**src/hw/rtl/rgb_3x3_convolution_filter_assert.svh**
```systemverilog
// assertion macros for the rgb 3x3 convolution filter
`ifndef RGB_3X3_CONVOLUTION_FILTER_ASSERT_SVH
`define RGB_3X3_CONVOLUTION_FILTER_ASSERT_SVH

// condition holds at every clock edge out of reset
`define R3C_ASSERT_ALWAYS(lbl, cond, msg) \
    lbl: assert property (@(posedge clk) disable iff (!rst_n) (cond)) \
        else $error(msg);

// trigger in one cycle implies result in the next
`define R3C_ASSERT_NEXT(lbl, trig, res, msg) \
    lbl: assert property (@(posedge clk) disable iff (!rst_n) (trig) |=> (res)) \
        else $error(msg);

`endif

```
**src/hw/rtl/r3c_pkg.sv**
```systemverilog
// shared types, register codes and arithmetic helpers of the convolution filter
package r3c_pkg;

    typedef logic [23:0] pixel_t;

    typedef struct packed {
        pixel_t top;
        pixel_t mid;
        pixel_t bot;
    } column_t;

    typedef struct packed {
        logic valid;
        logic row_top;
        logic row_bot;
        logic col_left;
        logic col_right;
        logic frame_end;
    } ctrl_t;

    localparam logic [1:0] REG_KERNEL = 2'd0;
    localparam logic [1:0] REG_WIDTH  = 2'd1;
    localparam logic [1:0] REG_HEIGHT = 2'd2;

    localparam logic [2:0] KSEL_MEAN  = 3'd0;
    localparam logic [2:0] KSEL_GAUSS = 3'd1;
    localparam logic [2:0] KSEL_HIGH  = 3'd2;
    localparam logic [2:0] KSEL_SOBX  = 3'd3;
    localparam logic [2:0] KSEL_SOBY  = 3'd4;

    localparam int SUM_W = 14;

    // reciprocal of 9 in q16, exact for the sum range
    localparam logic [12:0] RECIP9 = 13'd7282;

    function automatic logic signed [4:0] tap(input logic [2:0] sel,
                                               input int i, input int j);
        logic signed [4:0] t;
        t = 5'sd0;
        case (sel)
            KSEL_MEAN:  t = 5'sd1;
            KSEL_GAUSS: t = (i == 1 && j == 1) ? 5'sd4 :
                            ((i == 1 || j == 1) ? 5'sd2 : 5'sd1);
            KSEL_HIGH:  t = (i == 1 && j == 1) ? 5'sd8 : -5'sd1;
            KSEL_SOBX:  t = (j == 1) ? 5'sd0 :
                            ((i == 1) ? 5'sd2 : 5'sd1) * ((j == 0) ? -5'sd1 : 5'sd1);
            KSEL_SOBY:  t = (i == 1) ? 5'sd0 :
                            ((j == 1) ? 5'sd2 : 5'sd1) * ((i == 0) ? -5'sd1 : 5'sd1);
            default:    t = 5'sd0;
        endcase
        return t;
    endfunction

    // exact divide, round half even, saturate to 0..255
    function automatic logic [7:0] finish(input logic signed [SUM_W-1:0] sum,
                                          input logic [2:0] sel);
        logic [12:0] s;
        logic [25:0] prod;
        logic [12:0] q;
        logic [3:0]  rem;
        s    = 13'(unsigned'(sum));
        prod = 26'(s + 13'd4) * 26'(RECIP9);
        q    = s;
        rem  = s[3:0];
        if (sel == KSEL_MEAN) begin
            q = 13'(prod[25:16]);
        end else if (sel == KSEL_GAUSS) begin
            q = s >> 4;
            if (rem > 4'd8 || (rem == 4'd8 && q[0])) begin
                q = q + 13'd1;
            end
        end
        if (sum <= 0) begin
            return 8'd0;
        end
        return (q > 13'd255) ? 8'd255 : q[7:0];
    endfunction

endpackage

```
**src/hw/rtl/r3c_cell.sv**
```systemverilog
// one window column, shifts to its left neighbor
module r3c_cell (
    input  logic             clk,
    input  logic             rst_n,
    input  logic             shift,
    input  r3c_pkg::column_t din,
    output r3c_pkg::column_t dout
);
    r3c_pkg::column_t col_reg;

    always_ff @(posedge clk or negedge rst_n)
    begin
        if (!rst_n)
        begin
            col_reg <= '0;
        end
        else if (shift)
        begin
            col_reg <= din;
        end
    end

    assign dout = col_reg;
endmodule

```
**config.mk**
```make
export PLATFORM = sky130hd
export DESIGN_NAME = r3c_cell
export DESIGN_NICKNAME = d
export VERILOG_FILES = /design/src/hw/rtl/rgb_3x3_convolution_filter_assert.svh /design/src/hw/rtl/r3c_pkg.sv /design/src/hw/rtl/r3c_cell.sv
export SDC_FILE = /design/constraint.sdc
export NUM_CORES = 1
export LEC_CHECK = 0
export BUFFER_PORTS_ARGS = -buffer_cell sky130_fd_sc_hd__buf_2
export CORE_MARGIN = 2
export CORE_UTILIZATION = 48
export CTS_BUF_LIST = sky130_fd_sc_hd__clkbuf_8
export DETAILED_ROUTE_END_ITERATION = 10
export HOLD_SLACK_MARGIN = 0.12
export PLACE_DENSITY = 0.89
export SLEW_MARGIN = 40
export SYNTH_ARGS = -nofsm -noshare
export SYNTH_HDL_FRONTEND = slang
export SYNTH_SLANG_ARGS = --single-unit
```
**constraint.sdc**
```tcl
create_clock -name clk -period 2.1 [get_ports clk]
set_clock_uncertainty 0.1 [all_clocks]
set_input_delay 0.42 -clock clk [delete_from_list [all_inputs] [get_ports clk]]
set_output_delay 0.42 -clock clk [all_outputs]
set_load 0.02 [all_outputs]
```
==> results.md <==
- Max reg flops: 72
- Syn Area/Cell: 19.9 um^2
- Die Span Y: 83.4 um
- RSZ-0062 raised after global routing: false
- Residual DRC: 0
- Tcrit/Tclk final: 67.3%
- Max Buffers Root-to-Sink: 2
- Slew @ Worst Pin: 0.371 ns
- Gpl congestion: 0.729
- Critical path endpoint category: primary output
- Synth Instances: 152
- Worst path slowest cell: dfrtp_1
- P_int: 0.00239 W
- Logic pwr share: 21.8%
- Seq pwr share: 48.9%
- Most frequent cells in the layout: 145 x buf_2, 72 x dfrtp_1, 70 x mux2_4
- First-pass GRT wire length: 10200 um
- Clock transition at path regs: 0.07 ns
- Ys Warns: 0
- Post-DP HPWL: 4640 um
- Final setup violation count: 0
- Worst path bufs/invs: 1
- Unique cell type count in the Yosys netlist: 5
- Status: completed
- Post-synth top area cell: dfrtp_1
- Max rail drop VDD: 0.431 mV
- Total CTS buffers: 9
- Worst-Skew Late Latency: 0.32 ns
- Arrival @ worst endpoint: 0.89 ns
- First drt pass iteration count: 4
- Worst setup SP type: flop
- Antenna cell count: 0
- Number of antenna-violating nets in the routed design: 0
- Core Rows: 28
- Min Tclk post-route: 1.41 ns
- P_sw: 0.000895 W
- CP max stage delay: 0.40 ns
- Setup Fix Bufs, Post-CTS: 0
- Post-layout util: 66.2%
- Worst Path Required: 1.58 ns
- Setup TNS: 0 ns
- Synthesized cell area: 3030 um^2
- Register area share after synthesis: 59.5%
- CP cell instances: buf_2
- Cells after DPL: 369
- Top post-synthesis cells by area: dfrtp_1 60%, mux2_4 35%, buf_12 4.6%
- Leakage power: 2.14 nW
- Delay-heaviest family, CP: flip-flops
- Clk root buf: clkbuf_8
- Power, Total: 0.00329 W
- Grt ovf: 0
- Sw frac: 27.2%
- Yosys reg bits: 72
- Finished Layout Cells: 384
- Fill count: 447
- CTS H-tree depth: 3
- Maximum capacitance violations: 0
- Count of final hold-check violations: 0
- Most common cell after layout, fill and taps aside: buf_2
- Die width: 83.4 um
- Vias per cell: 4.68
- Crit Path Category: reg2out
- TritonCTS clock tree: done
- Post-Route WL: 6280 um
- Maximum clock rate: 708 MHz
- DR iter-0 viols: 46
- Relative slew slack: 75.3%
- Largest net degree at the start of global routing: 73
- Initial antenna violation count: 0
- Clock power frac: 29.2%
- IO Pins: 147
- Worst-path fanout max: 2
- Post-synth top area share: 59.5%
- Core area: 5990 um^2
- Layout cell share with drive strength beyond 1: 75.7%
- Average wire per standard cell: 16.4 um
- Clock sink total: 72
- # port buffers: 146
- Total GRT Usage: 19.0%
- Vias in the first global route: 2027
- Layout area overhead: 31.0%
- Syn Nets: 227
- Layout Nets: 381
- Via count: 1796
- Class of the worst hold path: in2reg
- Final slew viol count: 0
- Area of the die: 6960 um^2
- WHS: 0.215 ns
- # resized after CTS: 0
- Initial Util: 50.5%
- Pwr per Cell Area: 829 nW/um^2
==> logic make-up after synthesis <==
group                  count (synthesis)  share of synthesized area [%]
DFF                                   72                           59.5
buffers and inverters                  8                           5.00
muxes                                 72                           35.5
==> stage by stage <==
step | instance area (um^2) | setup slack (ns)
global route | 3970 | 0.643
floorplan | 3030 | 0.843
finish | 3970 | 0.687
CTS | 3970 | 0.665
global placement | 3780 | 0.572
detailed placement | 3780 | 0.540
==> what timing repair did <==
action,4_1_cts,5_1_grt
endpoints found under the setup margin,0,0
hold buffers,1,0
endpoints found under the hold margin,72,0
==> per-layer routing <==
metal	up-vias	wire length [um]	track usage [%]
met5	-	0	0
met4	0	162	10.4
met3	14	394	4.37
met2	86	3220	32.0
met1	864	2500	22.6
li1	832	-	-
==> path summary, 6_finish.rpt <==
check                      slack [ns]  startpoint  endpoint  depth (start not counted)
min                              0.21     din[61]  dout[61]                          2
max reg2reg                      1.20    dout[54]  dout[54]                          1
min in group asynchronous        0.54       rst_n  dout[65]                          3
min reg2reg                      0.40    dout[39]  dout[39]                          1
max                              0.69    dout[64]  dout[64]                          1
max in group asynchronous        1.07       rst_n  dout[71]                          3
==> final cells by class <==
| class | instances | area (um^2) | share of cell area (%) |
|---|---|---|---|
| clock buffer | 12 | 165 | 4.17 |
| clock inverter | 2 | 7.51 | 0.189 |
| multi-input combinational | 72 | 1070 | 27.1 |
| sequential | 72 | 1800 | 45.4 |
| tap | 75 | 93.8 | 2.37 |
| timing repair buffer | 151 | 823 | 20.8 |
==> synthesized netlist by cell type (all sizes together) <==
cell type and n:
mux2 72, dfrtp 72, buf 8
==> power by group through the flow <==
| stage | clock, W | sequential [W] | combinational, W |
|---|---|---|---|
| floorplan | 0 | 0.00180 | 0.000286 |
| global placement | 0 | 0.00162 | 0.000706 |
| detailed placement | 0 | 0.00162 | 0.000731 |
| CTS | 0.000991 | 0.00161 | 0.000728 |
| global route | 0.00106 | 0.00163 | 0.000759 |
| finish | 0.000961 | 0.00161 | 0.000717 |
No activity file was read; power rests on OpenSTA's default activity.
