## src/hw/rtl/rgb_3x3_convolution_filter_assert.svh

```systemverilog
// assertion macros for the rgb 3x3 convolution filter
`ifndef RGB_3X3_CONVOLUTION_FILTER_ASSERT_SVH
`define RGB_3X3_CONVOLUTION_FILTER_ASSERT_SVH

// condition holds at every clock edge out of reset
`define R3C_ASSERT_ALWAYS(lbl, cond, msg) \
    lbl: assert property (@(posedge clk) disable iff (!rst_n) (cond)) \
        else $error(msg);

// trigger in one cycle implies result in the next
`define R3C_ASSERT_NEXT(lbl, trig, res, msg) \
    lbl: assert property (@(posedge clk) disable iff (!rst_n) (trig) |=> (res)) \
        else $error(msg);

`endif

```

## src/hw/rtl/r3c_pkg.sv

```systemverilog
// shared types, register codes and arithmetic helpers of the convolution filter
package r3c_pkg;

    typedef logic [23:0] pixel_t;

    typedef struct packed {
        pixel_t top;
        pixel_t mid;
        pixel_t bot;
    } column_t;

    typedef struct packed {
        logic valid;
        logic row_top;
        logic row_bot;
        logic col_left;
        logic col_right;
        logic frame_end;
    } ctrl_t;

    localparam logic [1:0] REG_KERNEL = 2'd0;
    localparam logic [1:0] REG_WIDTH  = 2'd1;
    localparam logic [1:0] REG_HEIGHT = 2'd2;

    localparam logic [2:0] KSEL_MEAN  = 3'd0;
    localparam logic [2:0] KSEL_GAUSS = 3'd1;
    localparam logic [2:0] KSEL_HIGH  = 3'd2;
    localparam logic [2:0] KSEL_SOBX  = 3'd3;
    localparam logic [2:0] KSEL_SOBY  = 3'd4;

    localparam int SUM_W = 14;

    // reciprocal of 9 in q16, exact for the sum range
    localparam logic [12:0] RECIP9 = 13'd7282;

    function automatic logic signed [4:0] tap(input logic [2:0] sel,
                                               input int i, input int j);
        logic signed [4:0] t;
        t = 5'sd0;
        case (sel)
            KSEL_MEAN:  t = 5'sd1;
            KSEL_GAUSS: t = (i == 1 && j == 1) ? 5'sd4 :
                            ((i == 1 || j == 1) ? 5'sd2 : 5'sd1);
            KSEL_HIGH:  t = (i == 1 && j == 1) ? 5'sd8 : -5'sd1;
            KSEL_SOBX:  t = (j == 1) ? 5'sd0 :
                            ((i == 1) ? 5'sd2 : 5'sd1) * ((j == 0) ? -5'sd1 : 5'sd1);
            KSEL_SOBY:  t = (i == 1) ? 5'sd0 :
                            ((j == 1) ? 5'sd2 : 5'sd1) * ((i == 0) ? -5'sd1 : 5'sd1);
            default:    t = 5'sd0;
        endcase
        return t;
    endfunction

    // exact divide, round half even, saturate to 0..255
    function automatic logic [7:0] finish(input logic signed [SUM_W-1:0] sum,
                                          input logic [2:0] sel);
        logic [12:0] s;
        logic [25:0] prod;
        logic [12:0] q;
        logic [3:0]  rem;
        s    = 13'(unsigned'(sum));
        prod = 26'(s + 13'd4) * 26'(RECIP9);
        q    = s;
        rem  = s[3:0];
        if (sel == KSEL_MEAN) begin
            q = 13'(prod[25:16]);
        end else if (sel == KSEL_GAUSS) begin
            q = s >> 4;
            if (rem > 4'd8 || (rem == 4'd8 && q[0])) begin
                q = q + 13'd1;
            end
        end
        if (sum <= 0) begin
            return 8'd0;
        end
        return (q > 13'd255) ? 8'd255 : q[7:0];
    endfunction

endpackage

```

## src/hw/rtl/r3c_conv.sv

```systemverilog
// masked weighted sums of the window, registered, then divide and saturate
module r3c_conv (
    input  logic              clk,
    input  logic              rst_n,
    input  logic              en,
    input  logic [2:0]        ksel,
    input  r3c_pkg::column_t  win [3],
    input  r3c_pkg::ctrl_t    ctrl_in,
    output r3c_pkg::ctrl_t    ctrl_out,
    output logic [23:0]       rgb
);
    logic signed [r3c_pkg::SUM_W-1:0] sum_next [3];
    logic signed [r3c_pkg::SUM_W-1:0] sum_reg [3];
    r3c_pkg::ctrl_t ctrl_reg;
    logic [2:0]  row_ok;
    logic [2:0]  col_ok;
    logic [23:0] px;

    assign row_ok = {ctrl_in.row_bot, 1'b1, ctrl_in.row_top};
    assign col_ok = {ctrl_in.col_right, 1'b1, ctrl_in.col_left};

    always_comb
    begin
        for (int ch = 0; ch < 3; ch++)
        begin
            sum_next[ch] = '0;
            for (int i = 0; i < 3; i++)
            begin
                for (int j = 0; j < 3; j++)
                begin
                    px = (i == 0) ? win[j].top : ((i == 1) ? win[j].mid : win[j].bot);
                    if (row_ok[i] && col_ok[j])
                    begin
                        sum_next[ch] = sum_next[ch] + r3c_pkg::SUM_W'(
                            r3c_pkg::tap(ksel, i, j) * $signed({1'b0, px[8*ch +: 8]}));
                    end
                end
            end
        end
    end

    always_ff @(posedge clk)
    begin
        if (en)
        begin
            sum_reg <= sum_next;
        end
    end

    always_ff @(posedge clk or negedge rst_n)
    begin
        if (!rst_n)
        begin
            ctrl_reg <= '0;
        end
        else if (en)
        begin
            ctrl_reg <= ctrl_in;
        end
    end

    assign ctrl_out = ctrl_reg;
    assign rgb = {r3c_pkg::finish(sum_reg[2], ksel),
                  r3c_pkg::finish(sum_reg[1], ksel),
                  r3c_pkg::finish(sum_reg[0], ksel)};
endmodule

```

## config.mk

```make
export PLATFORM = sky130hd
export DESIGN_NAME = r3c_conv
export DESIGN_NICKNAME = d
export VERILOG_FILES = /design/src/hw/rtl/rgb_3x3_convolution_filter_assert.svh /design/src/hw/rtl/r3c_pkg.sv /design/src/hw/rtl/r3c_conv.sv
export SDC_FILE = /design/constraint.sdc
export NUM_CORES = 2
export LEC_CHECK = 0
export BUFFER_PORTS_ARGS = -buffer_cell sky130_fd_sc_hd__buf_2
export CORE_MARGIN = 10
export CORE_UTILIZATION = 63
export DETAILED_ROUTE_END_ITERATION = 6
export PLACE_DENSITY_LB_ADDON = 0.2
export SLEW_MARGIN = 10
export SYNTH_ARGS = -nofsm -noshare
export SYNTH_HDL_FRONTEND = slang
export SYNTH_SLANG_ARGS = --single-unit
export TNS_END_PERCENT = 50
```

## constraint.sdc

```tcl
create_clock -name clk -period 9.45 [get_ports clk]
set_input_delay 1.4175 -clock clk [delete_from_list [all_inputs] [get_ports clk]]
set_output_delay 1.4175 -clock clk [all_outputs]
set_load 0.005 [all_outputs]
```

==> summary.txt <==
Status
  – Status: complete, but fails checks
  – Violated checks: negative setup slack

STA
  – Final Hold Viols: 0
  – Post-route setup slack: -16.98 ns
  – Setup Viol. Count Final: 39
  – Slew @ Worst Pin: 1.22 ns
  – Fin. max-slew vios: 0
  – RSZ-0062 raised after global routing: yes
  – Final worst path period share: 280%
  – Max Freq: 0.0378 GHz
  – Min Tclk post-route: 26.43 ns
  – Final setup TNS: -526.28 ns
  – Slew margin rel.: 18.4%
  – Clock skew: 0 ns

Worst hold path
  – Worst Hold Launch: ctrl_out[3]
  – Hold Crit Depth: 1
  – Hold crit path type: flop to flop
  – Worst hold endpoint: ctrl_out[3]

Route
  – DRC viols: 0
  – Final WL: 153 mm
  – Vias per inst: 5.45
  – Post-DR wirelength/cell: 18.0 µm
  – Antenna Violating Nets Remaining: 0
  – Vias post-DR: 46300
  – 1st-iter DRT viols: 2671
  – First drt pass iteration count: 6

Die
  – IO Pins: 258
  – Die Y: 312 µm
  – Core ar.: 0.0849 mm²
  – Die W: 312 µm
  – Full die area: 0.0975 mm²
  – Row Count: 107
  – Starting Density: 63.4%

Worst setup path
  – Worst setup SP type: primary input
  – RR Endpoint: ctrl_out[4]
  – R2R depth: 1
  – Crit Path Class: primary input to flop
  – Reg2reg setup slack: 8.70 ns
  – WP data required: 9.51 ns
  – CP max FO: 3
  – Critical Path Max Stage Delay: 0.58 ns
  – R2r startpoint: ctrl_out[4]
  – Crit. End Element: flop
  – Top cell by count, worst path: fa_1
  – CP Data Arrival Time: 26.49 ns
  – Highest-delay cell along the critical path: fa_2

Clock network
  – Num CTS Buffers: 5
  – Clock Sinks: 48
  – TritonCTS clock tree: yes
  – Worst-skew pair later-pin latency: 0.31 ns
  – # H-tree levels: 2
  – Root Buffer Master: clkbuf_16
  – Worst-path clk slew: 0.07 ns
  – Worst-case clock buffer depth: 2

Global route
  – Gr usage total: 31.4%
  – Global-route wire length before repair: 252 mm
  – GRT busiest layer: met2
  – GRT Residual Overflow: 0
  – Vias in the first global route: 50600
  – Initial antenna violation count: 18
  – Met2 Usage GRT: 56.4%
  – M3 GR Usage: 3.80%
  – Largest net degree at the start of global routing: 79
  – Met1 usage: 37.9%

Final layout
  – Most frequent cells in the layout: 1243 x inv_1, 1071 x buf_4, 1013 x ha_1
  – Max FFs per register: 42
  – Share of cells above drive strength 1: 22.3%
  – P&R area growth vs syn: 22.6%
  – Commonest non-fill, non-tap cell in the layout: inv_1
  – Net count, final: 9480

Logic synthesis
  – Mapped Avg Cell Area: 8.75 µm²
  – Mapped Cells: 6149
  – Post-synthesis sequential area ratio: 2.62%
  – Mapped Area: 0.0538 mm²
  – Syn_nets: 8300
  – Async set-or-reset flop fraction in the synthesized netlist: 12.5%
  – EDFF count, synth: 42
  – Yosys warning count: 0
  – Yosys reg bits: 48
  – Yosys cell types: 81
  – Main flop type after synthesis: edfxtp_1

Run
  – Max_cap viols: 0

Placement
  – Placer Congestion: 0.947
  – Post-DP HPWL: 130 mm
  – Port bufs: 257
==> stage by stage <==
| stage | area (µm²) | utilization, % | setup WS (ns) | cells | hold WS, ns |
|---|---|---|---|---|---|
| after CTS | 65500 | 77.1 | -16.90 | 8457 | 0.507 |
| final | 65900 | 77.7 | -16.98 | 8485 | 0.506 |
| after detailed placement | 63800 | 75.2 | -17.85 | 8398 | 0.491 |
| after floorplan | 54000 | - | -16.57 | 6149 | 0.505 |
| after global routing | 65900 | 77.6 | -17.81 | 8477 | 0.519 |
| after global placement | 63800 | 75.2 | -17.28 | 8398 | 0.486 |
==> what timing repair did <==
item	CTS	global route
resized for setup	169	57
endpoints found under the hold margin	0	0
pin swaps	104	36
hold buffers	0	0
setup buffers	52	18
endpoints found under the setup margin	39	39
==> Yosys cell counts, types with 19 or more instances <==
master	number	area share (%)
inv_1	1256	8.8
ha_1	1088	25
fa_1	835	31
nand2_1	473	3.3
nor2_1	300	2.1
and2_1	276	3.2
a21oi_1	271	2.5
xnor2_1	270	4.4
nand2b_1	164	1.9
o21ai_0	155	1.4
clkbuf_1	144	1.0
xor2_1	111	1.8
and3_1	90	1.0
a21o_1	70	0.98
nand3_1	57	0.53
nor3_1	55	0.51
o21bai_1	53	0.74
mux2i_1	52	0.97
mux2_2	47	0.98
edfxtp_1	42	2.3
nor2b_1	29	0.34
buf_1	22	0.15
o211ai_1	21	0.29
o21a_1	19	0.27
==> critical path, delay by kind of cell <==
kind / cells / cell delay [ns]
buffers and inverters: 20 / 1.05
AO/OA/AOI/OAI: 6 / 1.07
AND/OR/NAND/NOR: 15 / 1.38
adder cells (fa/ha/maj): 43 / 19.88
multiplexers: 2 / 0.49
XOR/XNOR: 7 / 1.19
==> final cells by class <==
cell class / count / area [µm²]
clock buffer: 5 / 125
clock inverter: 3 / 68.8
multi-input combinational: 4667 / 48500
fill: 5874 / 19000
sequential: 48 / 1410
inverter: 1262 / 4760
tap: 1144 / 1430
antenna: 11 / 27.5
timing repair buffer: 1345 / 9650
==> routing by layer <==
metal / vias up / share of wire (%)
li1: 22000 / -
met1: 22600 / 40
met5: - / 0.075
met4: 20 / 4.9
met3: 359 / 5.4
met2: 1279 / 50
==> cell families (layout without fill, tap and decap cells) <==
family,after synthesis,in the layout,synth area share [%]
other cells,0,11,0
buf+inv,1434,2615,10.1
compound gates,740,740,8.63
mux,100,100,1.97
fa+ha+maj,1923,1923,56.4
simple gates,1518,1518,13.9
xor+xnor,386,386,6.41
flops,48,48,2.62
==> worst max path at each step <==
stage,from,to,slack [ns]
after floorplan,ksel[1],sum_reg[41],-16.57
final,ksel[1],sum_reg[41],-16.98
after CTS,ksel[2],sum_reg[41],-16.90
after global placement,ksel[0],sum_reg[41],-17.28
after detailed placement,ksel[0],sum_reg[41],-17.85
after global routing,ksel[1],sum_reg[41],-17.81
Power is left out: the tool's default activity adds up to more than one toggle a clock period on the data nets, which glitch-free logic cannot reach.
